File: src/sv/ircap_pkg.sv
`default_nettype none

package ircap_pkg;

  localparam int unsigned BUFFER_DEPTH = 128;
  localparam int unsigned COUNT_WIDTH  = 16;

  localparam int unsigned IDX_W    = 7;
  localparam int unsigned DUR_W    = 16;
  localparam int unsigned GAP_W    = 16;
  localparam int unsigned DCOUNT_W = 8;
  localparam int unsigned ADDR_W   = $clog2(BUFFER_DEPTH);
  localparam int unsigned SCNT_W   = $clog2(BUFFER_DEPTH + 1);
  localparam int unsigned CMP_W    = (SCNT_W > IDX_W) ? SCNT_W : IDX_W;
  localparam int unsigned GCMP_W   = (COUNT_WIDTH > GAP_W) ? COUNT_WIDTH : GAP_W;

  localparam int unsigned CFG_IDX_W  = 1;
  localparam int unsigned CFG_DATA_W = 16;

  typedef enum logic [CFG_IDX_W-1:0] {
    CFG_GAP_THRESHOLD = 1'b0,
    CFG_BLINK_ENABLE  = 1'b1
  } cfg_idx_e;

  typedef enum logic [1:0] {
    OP_TICK   = 2'd0,
    OP_RESUME = 2'd1,
    OP_READ   = 2'd2,
    OP_NONE   = 2'd3
  } opcode_e;

  typedef enum logic [1:0] {
    RX_IDLE  = 2'd0,
    RX_MARK  = 2'd1,
    RX_SPACE = 2'd2,
    RX_STOP  = 2'd3
  } rx_mode_e;

endpackage

`default_nettype wire

File: src/sv/ircap_in_if.sv
`default_nettype none

interface ircap_in_if;
  logic       valid;
  logic       ready;
  logic [1:0] opcode;
  logic       mark_level;
  logic [6:0] read_index;

  modport source (output valid, output opcode, output mark_level, output read_index,
                  input ready);
  modport sink (input valid, input opcode, input mark_level, input read_index,
                output ready);
endinterface

`default_nettype wire

File: src/sv/ircap_out_if.sv
`default_nettype none

interface ircap_out_if;
  logic        valid;
  logic        ready;
  logic [1:0]  rx_state;
  logic [7:0]  duration_count;
  logic [15:0] read_duration;
  logic        frame_ready;
  logic        indicator_on;

  modport source (output valid, output rx_state, output duration_count,
                  output read_duration, output frame_ready, output indicator_on,
                  input ready);
  modport sink (input valid, input rx_state, input duration_count,
                input read_duration, input frame_ready, input indicator_on,
                output ready);
endinterface

`default_nettype wire

File: src/sv/ir_pulse_width_capture_core.sv
// A result is captured in the output register at the edge that accepts its request.
// Throughput: one request per cycle unless the output stalls; the duration store is a
// single-port-write, one-read RAM touched at most once per request; state updates on accept.
// Reset (rst_ni low, asynchronous): idle, tick and duration counts zero, indicator off,
// gap threshold 100, blink off. The duration store is not cleared; no clearing pass.
`default_nettype none

module ir_pulse_width_capture_core (
  input  wire logic                              clk_i,
  input  wire logic                              rst_ni,
  input  wire logic                              cfg_we_i,
  input  wire logic [ircap_pkg::CFG_IDX_W-1:0]   cfg_index_i,
  input  wire logic [ircap_pkg::CFG_DATA_W-1:0]  cfg_data_i,
  ircap_in_if.sink                               in_req_i,
  ircap_out_if.source                            out_rsp_o
);

  import ircap_pkg::*;

  // Configuration registers
  logic [GAP_W-1:0] gap_threshold_q;
  logic             blink_enable_q;

  // Receiver state held in flops; durations live in the RAM
  rx_mode_e               rx_mode_q, rx_mode_d;
  logic [COUNT_WIDTH-1:0] tick_count_q, tick_count_d;
  logic [SCNT_W-1:0]      stored_count_q, stored_count_d;
  logic                   indicator_level_q, indicator_level_d;

  // Output register
  logic                out_valid_q;
  rx_mode_e            out_state_q;
  logic [DCOUNT_W-1:0] out_count_q;
  logic                out_rd_q;
  logic                out_ind_q;

  // RAM ports
  logic              ram_we;
  logic [ADDR_W-1:0] ram_waddr;
  logic [DUR_W-1:0]  ram_wdata;
  logic              ram_re;
  logic [ADDR_W-1:0] ram_raddr;
  logic [DUR_W-1:0]  ram_rdata;

  logic                   accept;
  opcode_e                opcode;
  logic                   mark;
  logic [COUNT_WIDTH-1:0] tick_inc;
  logic [GCMP_W-1:0]      tick_cmp;
  logic [GCMP_W-1:0]      gap_cmp;
  logic [CMP_W-1:0]       idx_ext;
  logic [CMP_W-1:0]       cnt_ext;
  logic                   buf_full;
  logic                   rd_hit;

  // Take a new request whenever the output slot is empty or being drained this cycle
  assign in_req_i.ready = !out_valid_q || out_rsp_o.ready;
  assign accept         = in_req_i.valid && in_req_i.ready;

  assign opcode   = opcode_e'(in_req_i.opcode);
  assign mark     = in_req_i.mark_level;
  assign tick_inc = tick_count_q + 1'b1;
  assign tick_cmp = GCMP_W'(tick_inc);
  assign gap_cmp  = GCMP_W'(gap_threshold_q);
  assign buf_full = stored_count_q >= SCNT_W'(BUFFER_DEPTH);

  // A read only reaches entries written in this frame; anything else answers zero
  assign idx_ext   = CMP_W'(in_req_i.read_index);
  assign cnt_ext   = CMP_W'(stored_count_q);
  assign rd_hit    = (opcode == OP_READ) && (idx_ext < cnt_ext);
  assign ram_re    = accept && rd_hit;
  assign ram_raddr = ADDR_W'(idx_ext);

  // Next state and duration store writes. A write lands at the accept edge, so a read
  // accepted in the next cycle already sees it; a request never both reads and writes.
  always_comb begin
    rx_mode_e eff_mode;
    rx_mode_d         = rx_mode_q;
    tick_count_d      = tick_count_q;
    stored_count_d    = stored_count_q;
    indicator_level_d = indicator_level_q;
    ram_we            = 1'b0;
    ram_waddr         = ADDR_W'(stored_count_q);
    ram_wdata         = DUR_W'(tick_inc);
    eff_mode          = buf_full ? RX_STOP : rx_mode_q;

    if (accept) begin
      case (opcode)
        OP_TICK: begin
          tick_count_d = tick_inc;
          rx_mode_d    = eff_mode;
          case (eff_mode)
            RX_IDLE: begin
              if (mark) begin
                if (tick_cmp < gap_cmp) begin
                  tick_count_d = '0;
                end else begin
                  // Restart the frame: the leading gap goes to entry zero
                  ram_we         = 1'b1;
                  ram_waddr      = '0;
                  stored_count_d = SCNT_W'(1);
                  tick_count_d   = '0;
                  rx_mode_d      = RX_MARK;
                end
              end
            end
            RX_MARK: begin
              if (!mark) begin
                ram_we         = 1'b1;
                stored_count_d = stored_count_q + 1'b1;
                tick_count_d   = '0;
                rx_mode_d      = RX_SPACE;
              end
            end
            RX_SPACE: begin
              if (mark) begin
                ram_we         = 1'b1;
                stored_count_d = stored_count_q + 1'b1;
                tick_count_d   = '0;
                rx_mode_d      = RX_MARK;
              end else if (tick_cmp > gap_cmp) begin
                rx_mode_d = RX_STOP;
              end
            end
            default: begin
              if (mark) begin
                tick_count_d = '0;
              end
            end
          endcase
          if (blink_enable_q) begin
            indicator_level_d = mark;
          end
        end
        OP_RESUME: begin
          rx_mode_d      = RX_IDLE;
          stored_count_d = '0;
        end
        default: begin
          // Reads and the unused code leave the state alone
        end
      endcase
    end
  end

  always_ff @(posedge clk_i or negedge rst_ni) begin
    if (!rst_ni) begin
      gap_threshold_q <= GAP_W'(100);
      blink_enable_q  <= 1'b0;
    end else if (cfg_we_i) begin
      case (cfg_idx_e'(cfg_index_i))
        CFG_GAP_THRESHOLD: gap_threshold_q <= GAP_W'(cfg_data_i);
        CFG_BLINK_ENABLE:  blink_enable_q  <= cfg_data_i[0];
        default: begin
        end
      endcase
    end
  end

  always_ff @(posedge clk_i or negedge rst_ni) begin
    if (!rst_ni) begin
      rx_mode_q         <= RX_IDLE;
      tick_count_q      <= '0;
      stored_count_q    <= '0;
      indicator_level_q <= 1'b0;
    end else begin
      rx_mode_q         <= rx_mode_d;
      tick_count_q      <= tick_count_d;
      stored_count_q    <= stored_count_d;
      indicator_level_q <= indicator_level_d;
    end
  end

  always_ff @(posedge clk_i or negedge rst_ni) begin
    if (!rst_ni) begin
      out_valid_q <= 1'b0;
    end else if (accept) begin
      out_valid_q <= 1'b1;
    end else if (out_rsp_o.ready) begin
      out_valid_q <= 1'b0;
    end
  end

  // Capture the result beside the RAM read; hold both while the output stalls
  always_ff @(posedge clk_i) begin
    if (accept) begin
      out_state_q <= rx_mode_d;
      out_count_q <= DCOUNT_W'(stored_count_d);
      out_rd_q    <= rd_hit;
      out_ind_q   <= blink_enable_q && indicator_level_d;
    end
  end

  ircap_ram #(
    .WIDTH (DUR_W),
    .DEPTH (BUFFER_DEPTH)
  ) u_store (
    .clk_i   (clk_i),
    .we_i    (ram_we),
    .waddr_i (ram_waddr),
    .wdata_i (ram_wdata),
    .re_i    (ram_re),
    .raddr_i (ram_raddr),
    .rdata_o (ram_rdata)
  );

  assign out_rsp_o.valid          = out_valid_q;
  assign out_rsp_o.rx_state       = out_state_q;
  assign out_rsp_o.duration_count = out_count_q;
  assign out_rsp_o.read_duration  = out_rd_q ? ram_rdata : '0;
  assign out_rsp_o.frame_ready    = (out_state_q == RX_STOP);
  assign out_rsp_o.indicator_on   = out_ind_q;

endmodule

`default_nettype wire

File: src/sv/ircap_ram.sv
`default_nettype none

module ircap_ram #(
  parameter int unsigned WIDTH = 16,
  parameter int unsigned DEPTH = 128
) (
  input  wire logic                     clk_i,
  input  wire logic                     we_i,
  input  wire logic [$clog2(DEPTH)-1:0] waddr_i,
  input  wire logic [WIDTH-1:0]         wdata_i,
  input  wire logic                     re_i,
  input  wire logic [$clog2(DEPTH)-1:0] raddr_i,
  output logic      [WIDTH-1:0]         rdata_o
);

  logic [WIDTH-1:0] mem_q [DEPTH];

  always_ff @(posedge clk_i) begin
    if (we_i) begin
      mem_q[waddr_i] <= wdata_i;
    end
    if (re_i) begin
      rdata_o <= mem_q[raddr_i];
    end
  end

endmodule

`default_nettype wire

File: src/flat_wrapper.sv
// flat-port wrapper written by rule: the top's interface ports become plain ports
module ir_pulse_width_capture_core_flat import ircap_pkg::*;
  (clk_i, rst_ni, cfg_we_i, cfg_index_i, cfg_data_i, in_req_i_valid, in_req_i_opcode, in_req_i_mark_level, in_req_i_read_index, in_req_i_ready, out_rsp_o_valid, out_rsp_o_rx_state, out_rsp_o_duration_count, out_rsp_o_read_duration, out_rsp_o_frame_ready, out_rsp_o_indicator_on, out_rsp_o_ready);
  ircap_in_if in_req_i_i ();
  ircap_out_if out_rsp_o_i ();
  input  wire logic clk_i;
  input  wire logic rst_ni;
  input  wire logic cfg_we_i;
  input  wire logic [ircap_pkg::CFG_IDX_W-1:0] cfg_index_i;
  input  wire logic [ircap_pkg::CFG_DATA_W-1:0] cfg_data_i;
  input wire logic [$bits(in_req_i_i.valid)-1:0] in_req_i_valid;
  input wire logic [$bits(in_req_i_i.opcode)-1:0] in_req_i_opcode;
  input wire logic [$bits(in_req_i_i.mark_level)-1:0] in_req_i_mark_level;
  input wire logic [$bits(in_req_i_i.read_index)-1:0] in_req_i_read_index;
  output wire logic [$bits(in_req_i_i.ready)-1:0] in_req_i_ready;
  output wire logic [$bits(out_rsp_o_i.valid)-1:0] out_rsp_o_valid;
  output wire logic [$bits(out_rsp_o_i.rx_state)-1:0] out_rsp_o_rx_state;
  output wire logic [$bits(out_rsp_o_i.duration_count)-1:0] out_rsp_o_duration_count;
  output wire logic [$bits(out_rsp_o_i.read_duration)-1:0] out_rsp_o_read_duration;
  output wire logic [$bits(out_rsp_o_i.frame_ready)-1:0] out_rsp_o_frame_ready;
  output wire logic [$bits(out_rsp_o_i.indicator_on)-1:0] out_rsp_o_indicator_on;
  input wire logic [$bits(out_rsp_o_i.ready)-1:0] out_rsp_o_ready;
  assign in_req_i_i.valid = in_req_i_valid;
  assign in_req_i_i.opcode = in_req_i_opcode;
  assign in_req_i_i.mark_level = in_req_i_mark_level;
  assign in_req_i_i.read_index = in_req_i_read_index;
  assign in_req_i_ready = in_req_i_i.ready;
  assign out_rsp_o_valid = out_rsp_o_i.valid;
  assign out_rsp_o_rx_state = out_rsp_o_i.rx_state;
  assign out_rsp_o_duration_count = out_rsp_o_i.duration_count;
  assign out_rsp_o_read_duration = out_rsp_o_i.read_duration;
  assign out_rsp_o_frame_ready = out_rsp_o_i.frame_ready;
  assign out_rsp_o_indicator_on = out_rsp_o_i.indicator_on;
  assign out_rsp_o_i.ready = out_rsp_o_ready;
  ir_pulse_width_capture_core u_core (.clk_i(clk_i), .rst_ni(rst_ni), .cfg_we_i(cfg_we_i), .cfg_index_i(cfg_index_i), .cfg_data_i(cfg_data_i), .in_req_i(in_req_i_i), .out_rsp_o(out_rsp_o_i));
endmodule
File: config.mk
export PLATFORM = sky130hd
export DESIGN_NAME = ir_pulse_width_capture_core_flat
export DESIGN_NICKNAME = d
export VERILOG_FILES = /design/src/sv/ircap_pkg.sv /design/src/sv/ircap_in_if.sv /design/src/sv/ircap_out_if.sv /design/src/sv/ir_pulse_width_capture_core.sv /design/src/sv/ircap_ram.sv /design/src/flat_wrapper.sv
export SDC_FILE = /design/constraint.sdc
export NUM_CORES = 2
export LEC_CHECK = 0
export ABC_AREA = 0
export BUFFER_PORTS_ARGS = -buffer_cell sky130_fd_sc_hd__buf_2
export CAP_MARGIN = 0
export CORE_MARGIN = 4
export CORE_UTILIZATION = 45
export CTS_BUF_LIST = sky130_fd_sc_hd__clkbuf_4 sky130_fd_sc_hd__clkbuf_8
export CTS_CLUSTER_SIZE = 14
export DETAILED_ROUTE_END_ITERATION = 6
export SLEW_MARGIN = 20
export SYNTH_ARGS = -nofsm -noshare
export SYNTH_HDL_FRONTEND = slang
export SYNTH_HIERARCHICAL = 1
export SYNTH_SLANG_ARGS = --single-unit
File: constraint.sdc
create_clock -name clk_i -period 8.4 [get_ports clk_i]
set_input_delay 2.1 -clock clk_i [delete_from_list [all_inputs] [get_ports clk_i]]
set_output_delay 2.1 -clock clk_i [all_outputs]
set_load 0.01 [all_outputs]
Word level (Yosys, flattened, before mapping):

Memories as Yosys holds them, arrays and structs flattened. A register that Yosys moved wholly into a read port is not among the register bits.
Index checks and enable logic that the tools add are counted.

* flip-flop bits (word level): 57
* RAM bits: 2048
* word-level logic and storage cells: 75
* memories kept: 1

Memory list
* u_core.u_store.mem_q: depth 128, width 16, rd ports 1, clocked after memory_dff 1, write ports 1, line ircap_ram.sv:16 `logic [WIDTH-1:0] mem_q [DEPTH];`

* $add $sub $neg: 2
* $lt $le $gt $ge: 4
* eq/ne operators: 5
* mux-type cells: 39
* bitwise gates (word level): 1
* reduce and logical (&&, ||, !) cells: 12

Operators by type and width (number)
* $mux 16: 4
* $mux 8: 5
* $mux 7: 5
* $pmux 8 s3: 1
* $add 16x1->16 const B: 1
* $gt 16x16->1: 1
* $lt 16x16->1: 1
* $pmux 8 s2: 1
* $mux 2: 7
* $mux 1: 13
* $add 8x1->8 const B: 1
* $ge 8x8->1 const B: 1
* $lt 7x8->1: 1
* $eq 2x2->1 const B: 3
* $pmux 2 s3: 1
* $reduce_and 2->1: 3
* $eq 2x1->1 const B: 2
* $logic_and 1x1->1: 4
* $logic_not 2->1: 2
* $pmux 2 s2: 1
* $pmux 1 s3: 1
* $reduce_bool 2->1: 1
* $logic_not 1->1: 1
* $logic_or 1x1->1: 1
* $not 1->1: 1

Logic depth before layout (Yosys ltp):

* word-level depth: 9
* mapped depth: 18

Modules after synthesis:

Netlist, hierarchy kept.

Modules (own cells, without submodules)
* ircap_ram: instances 1, cells each 3086, area an instance 78683.0 µm²
* ir_pulse_width_capture_core: instances 1, cells each 396, area an instance 3629.7 µm²

Worst setup path after synthesis:

Ideal clock, no wire load.

* path kind: reg2reg
* start point: register u_core.tick_count_q[2]
* end point: memory u_core.u_store.mem_q[82][0], enable pin
* setup time: 0.409 ns
* arrival: 8.520 ns
* required time: 7.991 ns
* setup slack: -0.529 ns
* stages on the path, launching flop included: 17
* buffers on the path: 1
* period minus slack after synthesis: 8.929 ns
* cells stage by stage: dfrtp_1 > buf_4 > and4_1 > nand2_2 > nor2_4 > nand3_1 > xnor2_1 > ha_1 > nand3_1 > nor2_1 > a211o_1 > nor4_4 > nor3_2 > nor2_1 > nor2b_1 > nand3_1 > nor3_1

* elaborated cells on any way between the ends: 14

RTL lines
* from (decl): line ir_pulse_width_capture_core.sv:26 `logic [COUNT_WIDTH-1:0] tick_count_q, tick_count_d;`
* from (signal assigned): line ir_pulse_width_capture_core.sv:168 `tick_count_q <= tick_count_d;`
* $add 16x1->16: line ir_pulse_width_capture_core.sv:62 `assign tick_inc = tick_count_q + 1'b1;`
* named net u_core.ram_wdata[14]: line ir_pulse_width_capture_core.sv:40 `logic [DUR_W-1:0] ram_wdata;`
* $lt 16x16->1: line ir_pulse_width_capture_core.sv:95 `if (tick_cmp < gap_cmp) begin`
* $mux 7: line ir_pulse_width_capture_core.sv:95
* $mux 7: line ir_pulse_width_capture_core.sv:94 `if (mark) begin`
* $mux 7: line ir_pulse_width_capture_core.sv:92 `case (eff_mode)`
* $mux 7: line ir_pulse_width_capture_core.sv:88 `case (opcode)`
* $mux 7: line ir_pulse_width_capture_core.sv:87 `if (accept) begin`
* named net u_core.ram_waddr[4]: line ir_pulse_width_capture_core.sv:39 `logic [ADDR_W-1:0] ram_waddr;`
* to (decl): line ircap_ram.sv:16

The timed path passes the listed nets, and every way through them passes these cells.

Worst setup path after layout:

* start point: register u_core.tick_count_q[8]
* end point: memory u_core.u_store.mem_q[2][7], enable pin

* word-level cells in the longest chain between the ends: 9
* elaborated cells on any way between the ends: 14

Ends and longest elaborated chain
* $add 16x1->16: line ir_pulse_width_capture_core.sv:62
* named net u_core.ram_wdata[15]: line ir_pulse_width_capture_core.sv:40
* $lt 16x16->1: line ir_pulse_width_capture_core.sv:95
* $mux 1: line ir_pulse_width_capture_core.sv:95
* $mux 1: line ir_pulse_width_capture_core.sv:94
* $pmux 1 s3: line ir_pulse_width_capture_core.sv:92
* $mux 1: line ir_pulse_width_capture_core.sv:88
* $mux 1: line ir_pulse_width_capture_core.sv:87
* named net u_core.ram_we: line ir_pulse_width_capture_core.sv:38 `logic ram_we;`
* $mux 1: line ircap_ram.sv:19 `if (we_i) begin`
* $mux 1 (implied by the code): line ircap_ram.sv:20 `mem_q[waddr_i] <= wdata_i;`

The timed path passes the listed nets, and every way through them passes these cells.

==> qor.csv <==
stage,metric,value,unit
route,drt first pass iters,6,
sta,Tcrit/Tclk final,0.798,
route,Final ANT Viol Nets,0,
min_path,hold path cells,2,
yosys,Synth top area share,0.757,
cts,Post-CTS Hold Buffers,0,
placement,Place WS,1.63,ns
route,vias,38250,
yosys,synth cell count leaders,"2076 x edfxtp_1, 672 x mux4_2, 149 x nor2_1",
min_path,Hold Startpoint,u_core/indicator_level_q,
pwr,part of the power in the clock network,0.398,
yosys,cells after synthesis,3482,
setup_path,crit path DAT,7.29,ns
min_path,Worst Hold Class,reg2reg,
yosys,Synth Flop Type,edfxtp_1,
cts,CTS resizes,0,
global_route,GR Overflow Total,0,
setup_path,FF-to-FF Start,u_core/tick_count_q[8],
min_path,destination of the worst hold path,u_core/indicator_level_q,
cts,buffer depth of the longest clock path,4,
cts,H-tree depth,5,
cts,worst skew pair latency,1.03,ns
route,drt via density,5.91,
global_route,GRT Overall Usage,0.209,
sta,Least-Margin Pin Slew,1.13,ns
layout,Nets,3922,
pwr,Sw Pwr,0.00458,W
pwr,Comb pwr share,0.051,
yosys,Synth area leaders,"edfxtp_1 76%, mux4_2 18%, dfrtp_1 1.3%",
yosys,"area leader, netlist",edfxtp_1,
setup_path,Critical Path Slowest Stage Cell,nor2_2,
setup_path,worst stage delay on the critical path,1.11,ns
sta,f_max,149,MHz
run_status,status,"complete, no violations",
floorplanning,die area,0.190,sq mm
sta,Max Clock Skew,0.0658,ns
sta,Max Slew Vio Count,0,
sta,number of setup violations in the final report,0,
yosys,Async SR Flop Fraction,0.0212,
yosys,sequential fraction of the synthesis area,0.771,
yosys,number of synthesized register bits,2121,
layout,synth-to-layout area growth,13.1,%
job,Max-Cap Viols,0,
cts,TritonCTS Buffers,351,
floorplanning,IO Pins,62,
global_route,antenna violations before repair,17,
route,WL final,198,mm
yosys,Synthesis Warnings,6,
yosys,Synth cell types,65,
floorplanning,Die W,436,um
cts,post-CTS setup buffer count,0,
floorplanning,FP Rows,156,
floorplanning,Placeable Area,0.181,sq mm
sta,endpoints failing hold,0,
setup_path,CP Cell Sequence,and3_1 > nand4_1 > nor2_1 > xor2_4 > ha_1 > nand3_1 > nor4_1 > a21boi_2 > nor4_4 > or2_1 > a21oi_1 > nor2b_1 > nand2_1 > nor2_2,
global_route,largest net degree at the start of global routing,93,
cts,root buffer cell,clkbuf_8,
floorplanning,Initial Utilization,0.454,
setup_path,terminus of the critical flop-to-flop path,u_core/u_store/mem_q[2][7],
placement,GP Congestion,0.822,
pwr,PD cells,228,mW/mm^2
yosys,"EDFF count, synth",2076,
setup_path,Worst Setup SP,u_core/tick_count_q[8],
pwr,Net Sw Frac,0.216,
yosys,synthesized cell area,0.0823,sq mm
sta,RSZ-0062 raised after global routing,false,
cts,Worst-path clk slew,0.05,ns
sta,Tmin final,6.70,ns
yosys,syn avg cell area,23.6,sq um
route,DR WL/cell,30.6,um
pwr,power consumption,0.0212,W
route,DRC,0,
layout,share of post-route cells with drive strength above 1,0.367,
placement,Post-DP HPWL,116,mm
setup_path,CP Data Required Time,8.99,ns
setup_path,CP endpoint kind,register,
setup_path,maximum fanout along the worst path,16,
global_route,vias in the first global route,38950,
setup_path,Reg2Reg Depth,14,
cts,CTS tree,built,
floorplanning,DIE HEIGHT,436,um
pwr,Seq pwr share,0.551,
pwr,LEAKAGE,30.9,nW
sta,Slew HR,0.245,
yosys,"count leader, synth",edfxtp_1,
pwr,Pint,0.0167,W
sta,post-route setup slack,1.70,ns
placement,PortBufs,61,
setup_path,reg2reg setup slack,1.70,ns
setup_path,Startpoint Class,register,
sta,setup TNS,0,ns
yosys,syn nets,3539,
setup_path,Crit Path Category,reg2reg,
global_route,first-pass GRT wire length,285,mm
pwr,worst-case vdd ir drop,0.000127,V
route,Iteration-0 DRC Markers,4103,
cts,clk sinks,2121,
power groups by stage:
stage                     logic (W)  clock network (W)  registers (W)
final                       0.00108            0.00846         0.0117
after global routing        0.00115            0.00923         0.0117
after CTS                   0.00109            0.00870         0.0117
after detailed placement    0.00109                  0         0.0119
after global placement      0.00108                  0         0.0119
after floorplan            0.000648                  0         0.0119
worst max-delay path, delay by kind of cell (launching register included):
kind                     cells  cell delay (ns)
adder cells (fa/ha/maj)      1             0.31
AO/OA/AOI/OAI                2             1.06
flip-flops                   1             0.52
XOR/XNOR                     1             0.12
AND/OR/NAND/NOR             10             4.25
worst max-delay path by stage:
stage | to | depth (start not counted)
final | u_core/u_store/mem_q[2][7] | 14
after global routing | u_core/u_store/mem_q[2][7] | 14
after CTS | u_core/u_store/mem_q[2][7] | 14
after detailed placement | u_core/u_store/mem_q[2][6] | 8
after global placement | u_core/u_store/mem_q[2][7] | 8
after floorplan | u_core/u_store/mem_q[82][0] | 14
sequential cells by signal (all words and copies together), names as in the netlist:
signal                           cells
u_core/blink_enable_q                1
u_core/cnt_ext                       8
u_core/gap_cmp                      16
u_core/indicator_level_q             1
u_core/out_rd_q                      1
u_core/out_rsp_o.duration_count      8
u_core/out_rsp_o.indicator_on        1
u_core/out_rsp_o.rx_state            2
u_core/out_rsp_o.valid               1
u_core/rx_mode_q                     2
u_core/tick_count_q                 16
u_core/u_store/mem_q              2048
u_core/u_store/rdata_o              16
cells in the final DEF, fill, tap and decap left out, drive strengths merged, types with 25 or more instances in the layout:
cell,instances
edfxtp,2076
mux4,672
clkbuf,466
buf,209
nor2,150
clkinv,111
nand2,56
dfrtp,42
o21ai,33
inv,30
a21oi,25
ha,25
metal layers:
metal | vias up | track usage | part of all wire
met4 | 0 | 0.0500 | 0.018
met2 | 1543 | 0.321 | 0.48
met5 | - | 0 | 0
met3 | 241 | 0.0473 | 0.080
met1 | 20778 | 0.310 | 0.43
li1 | 15688 | - | -
per-stage QoR:
step	instance area (sq um)	utilization	instances	hold slack, ns
5_1_grt	93100	0.513	6469	0.527
6_report	93100	0.513	6470	0.500
3_5_place_dp	86600	0.478	5881	0.488
2_1_floorplan	82400	-	3482	0.446
3_3_place_gp	86600	0.478	5881	0.483
4_1_cts	93000	0.513	6467	0.500
final cells by class:
type,count,area (sq um)
Tap cell,2370,2970
Antenna cell,2,5.00
Clock inverter,120,664
Inverter,29,111
Timing Repair Buffer,209,1680
Sequential cell,2121,63500
Clock buffer,466,5740
Multi-Input combinational cell,1153,18400
Fill cell,13941,88300
kinds of logic after synthesis:
family          after synthesis  synth area share
buf+inv                     208            0.0107
mux                         691             0.186
xor+xnor                     14           0.00149
compound gates              110           0.00889
fa+ha+maj                    25           0.00380
flops                      2121             0.771
simple gates                313            0.0176
Power figures use the tool's default switching activity.
